--- src/rtl/sct_pkg.sv ---
// ----------------------------------------------------------------------------
// sct_pkg
// Shared types and constants for the scissor clip of textured rectangles.
// ----------------------------------------------------------------------------
`default_nettype none

package sct_pkg;

  localparam int POS_BITS   = 16;
  localparam int TEX_BITS   = 16;
  localparam int DIV_STEPS  = 4;
  localparam int DIV_STAGES = TEX_BITS / DIV_STEPS;
  // clip, setup, multiply, divide stages, output
  localparam int NSTG       = DIV_STAGES + 4;
  localparam int CFG_IDX_W  = 3;

  typedef enum logic [CFG_IDX_W-1:0] {
    CFG_ENABLE,
    CFG_LEFT,
    CFG_TOP,
    CFG_RIGHT,
    CFG_BOTTOM
  } cfg_idx_e;

  typedef struct packed {
    logic signed [POS_BITS-1:0] ul_x;
    logic signed [POS_BITS-1:0] ul_y;
    logic signed [POS_BITS-1:0] lr_x;
    logic signed [POS_BITS-1:0] lr_y;
    logic signed [TEX_BITS-1:0] ul_s;
    logic signed [TEX_BITS-1:0] ul_t;
    logic signed [TEX_BITS-1:0] lr_s;
    logic signed [TEX_BITS-1:0] lr_t;
  } in_t;

  typedef struct packed {
    logic                       visible;
    logic signed [POS_BITS-1:0] out_ul_x;
    logic signed [POS_BITS-1:0] out_ul_y;
    logic signed [POS_BITS-1:0] out_lr_x;
    logic signed [POS_BITS-1:0] out_lr_y;
    logic signed [TEX_BITS-1:0] out_ul_s;
    logic signed [TEX_BITS-1:0] out_ul_t;
    logic signed [TEX_BITS-1:0] out_lr_s;
    logic signed [TEX_BITS-1:0] out_lr_t;
  } out_t;

  typedef struct packed {
    logic                       clip;
    logic                       vis;
    logic signed [POS_BITS-1:0] ox_ul;
    logic signed [POS_BITS-1:0] oy_ul;
    logic signed [POS_BITS-1:0] ox_lr;
    logic signed [POS_BITS-1:0] oy_lr;
    in_t                        raw;
  } side_t;

endpackage

`default_nettype wire

--- src/rtl/sct_lane.sv ---
// ----------------------------------------------------------------------------
// sct_lane
// One texture coordinate re-interpolation lane: setup, multiply, pipelined
// restoring divide with round half away from zero, then add and saturate.
// ----------------------------------------------------------------------------
`default_nettype none

module sct_lane import sct_pkg::*; (
  input  wire logic                       clk_i,
  input  wire logic [NSTG-2:1]            en_i,
  input  wire logic signed [POS_BITS-1:0] v_i,
  input  wire logic signed [POS_BITS-1:0] mn_i,
  input  wire logic signed [POS_BITS-1:0] mx_i,
  input  wire logic signed [TEX_BITS-1:0] t0_i,
  input  wire logic signed [TEX_BITS-1:0] t1_i,
  output logic signed [TEX_BITS-1:0]      res_o
);

  localparam int PW = POS_BITS + TEX_BITS;
  localparam logic signed [TEX_BITS+1:0] TMAX = (TEX_BITS+2)'((1 << (TEX_BITS-1)) - 1);
  localparam logic signed [TEX_BITS+1:0] TMIN = -TMAX - (TEX_BITS+2)'(1);

  typedef struct packed {
    logic [POS_BITS-1:0]        rem;
    logic [TEX_BITS-1:0]        low;
    logic [TEX_BITS-1:0]        quo;
    logic [POS_BITS-1:0]        den;
    logic                       neg;
    logic signed [TEX_BITS-1:0] t0;
  } div_t;

  // setup
  logic signed [TEX_BITS:0] dt;
  logic signed [POS_BITS:0] num, den;
  logic                     zero;
  logic [TEX_BITS-1:0]      a_d, a_q;
  logic [POS_BITS-1:0]      b_d, b_q, d1_q, d2_q;
  logic                     neg1_q, neg2_q;
  logic signed [TEX_BITS-1:0] t01_q, t02_q;
  logic [PW-1:0]            p_q;

  always_comb begin
    zero = (mx_i == mn_i);
    dt   = {t1_i[TEX_BITS-1], t1_i} - {t0_i[TEX_BITS-1], t0_i};
    num  = zero ? (POS_BITS+1)'(1) : ({v_i[POS_BITS-1], v_i} - {mn_i[POS_BITS-1], mn_i});
    den  = zero ? (POS_BITS+1)'(2) : ({mx_i[POS_BITS-1], mx_i} - {mn_i[POS_BITS-1], mn_i});
    a_d  = dt[TEX_BITS] ? TEX_BITS'(-dt) : dt[TEX_BITS-1:0];
    b_d  = num[POS_BITS] ? POS_BITS'(-num) : num[POS_BITS-1:0];
  end

  always_ff @(posedge clk_i) begin
    if (en_i[1]) begin
      a_q    <= a_d;
      b_q    <= b_d;
      d1_q   <= den[POS_BITS] ? POS_BITS'(-den) : den[POS_BITS-1:0];
      neg1_q <= dt[TEX_BITS] ^ num[POS_BITS] ^ den[POS_BITS];
      t01_q  <= t0_i;
    end
    if (en_i[2]) begin
      p_q    <= PW'(a_q) * PW'(b_q);
      d2_q   <= d1_q;
      neg2_q <= neg1_q;
      t02_q  <= t01_q;
    end
  end

  // divide
  div_t div_in [DIV_STAGES];
  div_t div_q  [DIV_STAGES];

  assign div_in[0] = '{rem: p_q[PW-1:TEX_BITS], low: p_q[TEX_BITS-1:0], quo: '0,
                       den: d2_q, neg: neg2_q, t0: t02_q};

  for (genvar k = 0; k < DIV_STAGES; k++) begin : g_div
    div_t nx;
    if (k > 0) begin : g_link
      assign div_in[k] = div_q[k-1];
    end

    always_comb begin
      logic [POS_BITS:0] tr;
      logic              ge;
      nx = div_in[k];
      for (int i = 0; i < DIV_STEPS; i++) begin
        tr     = {nx.rem, nx.low[TEX_BITS-1]};
        nx.low = {nx.low[TEX_BITS-2:0], 1'b0};
        ge     = (tr >= {1'b0, nx.den});
        if (ge) begin
          tr = tr - {1'b0, nx.den};
        end
        nx.rem = tr[POS_BITS-1:0];
        nx.quo = {nx.quo[TEX_BITS-2:0], ge};
      end
    end

    always_ff @(posedge clk_i) begin
      if (en_i[3+k]) begin
        div_q[k] <= nx;
      end
    end
  end

  // round, add, saturate
  div_t                     fin;
  logic                     rnd;
  logic [TEX_BITS:0]        qq;
  logic signed [TEX_BITS+1:0] sum, t0e;

  always_comb begin
    fin = div_q[DIV_STAGES-1];
    rnd = ({fin.rem, 1'b0} >= {1'b0, fin.den});
    qq  = {1'b0, fin.quo} + (TEX_BITS+1)'(rnd);
    t0e = {{2{fin.t0[TEX_BITS-1]}}, fin.t0};
    sum = fin.neg ? (t0e - $signed({1'b0, qq})) : (t0e + $signed({1'b0, qq}));
    if (sum > TMAX) begin
      res_o = TMAX[TEX_BITS-1:0];
    end else if (sum < TMIN) begin
      res_o = TMIN[TEX_BITS-1:0];
    end else begin
      res_o = sum[TEX_BITS-1:0];
    end
  end

endmodule

`default_nettype wire

--- config.mk ---
export PLATFORM = sky130hd
export DESIGN_NAME = sct_lane
export DESIGN_NICKNAME = d
export VERILOG_FILES = /design/src/rtl/sct_pkg.sv /design/src/rtl/sct_lane.sv
export SDC_FILE = /design/constraint.sdc
export NUM_CORES = 2
export LEC_CHECK = 0
export BUFFER_PORTS_ARGS = -buffer_cell sky130_fd_sc_hd__buf_2
export CAP_MARGIN = 20
export CORE_MARGIN = 4
export CORE_UTILIZATION = 35
export DETAILED_ROUTE_END_ITERATION = 6
export SKIP_CTS_REPAIR_TIMING = 1
export SLEW_MARGIN = 10
export SYNTH_ARGS = -nofsm -noshare
export SYNTH_HDL_FRONTEND = slang
export SYNTH_SLANG_ARGS = --single-unit
--- constraint.sdc ---
create_clock -name clk_i -period 12.3 [get_ports clk_i]
set_clock_uncertainty 0.05 [all_clocks]
set_input_delay 1.23 -clock clk_i [delete_from_list [all_inputs] [get_ports clk_i]]
set_output_delay 1.23 -clock clk_i [all_outputs]
set_load 0.1 [all_outputs]
== Yosys cells after proc, flatten, opt, wreduce, memory -nomap -nowiden ==
Memories as Yosys holds them, arrays and structs flattened.
Index checks and enable logic that the tools add are counted.
Word-level totals
  register bits after elaboration: 130
  memories: 1
  bits of input ports: 87
  RAM bits: 308
  output and inout bits: 16
Operators by class
  multiply operators: 1
  bitwise gates (word level): 2
  equal/unequal tests: 1
  multiplexer cells: 32
  order comparisons: 19
  add/sub/neg operators: 25
Memories
  div_q: depth 4, bits a word 77, rd ports 4, clocked after Yosys merged registers in 0, wr ports 4, line sct_lane.sv:69  | div_t div_q [DIV_STAGES];
Operators by type and width (count)
  16-bit 2-to-1 mux: 21
  17-bit by 16-bit greater-or-equal comparator with 1-bit output: 17
  16-bit subtractor: 16
  16-bit by 16-bit subtractor with 17-bit output: 3
  16-bit negation: 3
  17-bit 2-to-1 mux: 2
  16-bit by 16-bit multiplier with 32-bit output: 1
  16-bit by 18-bit adder with 18-bit output: 1
  18-bit by 16-bit greater-than comparator with 1-bit output, second input constant: 1
  18-bit by 16-bit less-than comparator with 1-bit output, second input constant: 1
  18-bit 2-to-1 mux: 1
  16-bit by 18-bit subtractor with 18-bit output: 1
  16-bit by 1-bit adder with 17-bit output: 1
  16-bit equality test: 1
  1-bit 2-to-1 mux: 8
  1-bit bitwise XOR: 2

== Depth between registers and ports, before layout ==
An unclocked memory read counts as a cell.
  depth in word-level cells: 9
  depth in mapped cells: 52
  mapped depth without buffers: 46

== Worst setup path after synthesis ==
No wires, ideal clock.
  path kind: register -> register
  from: memory div_q[2][18] (netlist bit)
  to: memory div_q[3][68] (netlist bit), data pin
  setup slack: 1.238 ns
  arrival: 10.752 ns
  clock period less this slack: 11.062 ns
  cell stages (with the launch flop): 50
  data required time: 11.990 ns
  cell sequence: edfxtp_1 inv_1 ha_1 nand2b_1 a21oi_1 or4_4 and2_4 buf_6 a211oi_2 o21a_4 clkbuf_1 nor2_1 a21oi_1 inv_1 ha_1 nor2b_1 o31a_1 o21bai_1 [... 14 more ...] o311ai_1 a211oi_2 clkbuf_1 mux2i_1 ha_1 nor2b_1 o21ai_0 a21boi_0 nor3_1 o21bai_1 a31oi_1 o21ai_0 a311oi_1 nor2_1 a211o_1 buf_6 buf_6 mux2_4
RTL lines (line)
  from (decl): sct_lane.sv:69

==> results.json <==
{
  "dp_hpwl_microns": 77340,
  "endpoint_kind": "flip-flop",
  "wl_microns": 97370,
  "critPathMaxStageDelay_ns": 0.52,
  "rrSetupSlack_ns": 0.80,
  "std_cell_rows": 123,
  "antenna_found_initial": 2,
  "grtUsageTotal_pct": 16.47,
  "drc_errors": 0,
  "clock-sinks": 390,
  "io_buffers": 102,
  "nets": 4912,
  "cp_common_cell": "o21ai_0",
  "yosys.cell_count.top_type": "inv_1",
  "yosysSeqAreaShare_pct": 29.55,
  "core_area_sq_um": 112500,
  "vias": 29730,
  "synth-simple-area-share_pct": 13.72,
  "drive_gt1_share_pct": 9.888,
  "multi_input_area_sq_um": 25930,
  "path_delay_family": "compound AO/OA/AOI/OAI gates",
  "fin_crit_ns": 11.50,
  "post_drt_wl_per_cell_microns": 17.09,
  "met3_usage_pct": 1.663,
  "synthTopCellsByCount": "inv_1, ha_1, edfxtp_1, nand2_1, nor2_1",
  "synth_top_family_by_area": "adder cells",
  "grt_max_degree": 66,
  "maxCapViolCount": 0,
  "synth_edf_count": 390,
  "seqCellArea_sq_um": 11710,
  "synth_fa_ha_area_share_pct": 24.89,
  "hold_violations": 0,
  "use_met2_pct": 27.89,
  "cts_tree": "done",
  "initial_core_util_pct": 35.23,
  "synth_compound_area_share_pct": 13.71,
  "crit_slowest_cell": "edfxtp_1",
  "yosys_register_bits": 390,
  "ant_nets": 0,
  "start_kind": "flip-flop",
  "crit_type": "flip-flop to flip-flop",
  "htreeDepth": 2,
  "ioPinCount": 103,
  "avgSynthCellArea_sq_um": 9.730,
  "whs_path_depth": 0,
  "synthXorXnorAreaFrac_pct": 7.403,
  "grt_pass1_vias": 29390,
  "syn_inst": 4073,
  "grt_pass1_wl_microns": 156800,
  "period_share_pct": 93.48,
  "dieArea_sq_um": 118700,
  "cts_buffers": 41,
  "nFillCells": 11060,
  "crit_required_ns": 12.56,
  "clkTransAtPathRegs_ns": 0.06,
  "rsz0062_at_grt": "false",
  "synth.net_count": 4820,
  "syn2layout_area_growth_pct": 9.096,
  "drt_first_pass_iters": 6,
  "synth_largest_area_cell": "edfxtp_1",
  "crit_path_max_fanout": 21,
  "fin_setup_tns_ns": 0,
  "drv_slew": 0,
  "yosys.cell_types.count": 89,
  "crit_buf_inv": 6,
  "synth_ff_type": "edfxtp_1",
  "avgViaCountPerCell": 5.218,
  "diodes": 0,
  "hold_class": "flip-flop to flip-flop",
  "setup_viol": 0,
  "worst_pin_slew_ns": 1.044,
  "cts_root_buf": "clkbuf_16",
  "synthTopCellsByArea": "edfxtp_1, ha_1, fa_1, xnor2_1, mux2_2",
  "grt-ovfl-total": 0,
  "yosys_warnings": 0,
  "clk_latency_ns": 0.58,
  "gp_congestion": 0.9133,
  "synth_top_area_share_pct": 29.55,
  "crit_cells": 45,
  "globalRoute.busiestLayer": "met2",
  "dieWidth_microns": 344.5,
  "synth_mux_area_share_pct": 5.550,
  "max_slew_margin_pct": 29.93,
  "cts_buffer_depth": 3,
  "cp.arrival_ns": 11.75,
  "max_freq_mhz": 86.97,
  "async_reset_ff_share_pct": 0,
  "synthesis.area_sq_um": 39630,
  "drtIter0Drc": 1914,
  "grtUsageMet1_pct": 21.84,
  "status": "finished, final reports clean",
  "reg2regPathDepth": 45,
  "die_h_microns": 344.5
}
[cell families after synthesis]
family / after synthesis
AND/OR/NAND/NOR: 1120
AO/OA/AOI/OAI: 839
adder cells (fa/ha/maj): 660
buffers and inverters: 534
flip-flops: 390
XOR/XNOR: 335
multiplexers: 195
[cells in the final DEF (no fill, tap or decap), types with 11 or more instances in the layout]
cell,instances
edfxtp_1,390
nand2_1,349
nor2b_1,53
nand2b_1,39
nand4_1,51
a21boi_0,15
and3_1,22
or2_2,11
nor4_1,18
nor2_1,243
nor3_1,85
nand3_1,62
buf_4,25
and2_1,122
xor2_1,113
o21ai_0,185
a21oi_1,239
o31ai_1,20
o31a_1,13
o211ai_1,16
mux2_2,159
o21a_1,61
xnor2_1,222
a21o_1,92
a31oi_1,33
inv_1,449
fa_1,214
a211oi_1,16
clkbuf_16,41
buf_2,102
or3_1,23
ha_1,446
mux2i_1,24
o21bai_1,29
[metrics by stage]
| stage | setup slack, ns | util [%] | cell area (sq um) | cells | hold WS (ns) |
|---|---|---|---|---|---|
| 2_1_floorplan | 1.238 | - | 39630 | 4073 | 0.3503 |
| 3_3_place_gp | 0.5701 | 37.24 | 41890 | 5620 | 0.3504 |
| 3_5_place_dp | 0.4996 | 37.24 | 41890 | 5620 | 0.3545 |
| 4_1_cts | 0.4511 | 38.39 | 43190 | 5695 | 0.3471 |
| 5_1_grt | 0.01886 | 38.43 | 43240 | 5697 | 0.3610 |
| 6_report | 0.8016 | 38.43 | 43240 | 5697 | 0.3492 |
[routing by layer]
layer,wire [microns],up-vias,part of all wire (%)
met2,45790,688,47
li1,-,14630,-
met3,4033,156,4.1
met1,43810,14260,45
met4,3737,0,3.8
met5,0,-,0
[worst paths after layout]
kind,startpoint,to
worst min-delay path,div_q[2][41],div_q[3][45]
worst max-delay path,d2_q[1],div_q[0][74]
worst max register to register,d2_q[1],div_q[0][74]
worst min register to register,div_q[2][41],div_q[3][45]
[state kept, by name (all words and copies together) (netlist names)]
name,flops
t01_q,16
a_q,16
div_q,260
t02_q,16
neg2_q,1
d2_q,16
neg1_q,1
b_q,16
d1_q,16
p_q,32
[area by class of cell]
type / instances / share of cell area [%]
sequential: 390 / 27.09
tap: 1500 / 4.341
timing repair buffer: 127 / 1.615
clock buffer: 46 / 2.416
inverter: 456 / 3.967
clock inverter: 29 / 0.5932
multi-input combinational: 3149 / 59.98
Power is left out: the tool's default activity adds up to more than one toggle a clock period on the data nets, which glitch-free logic cannot reach.
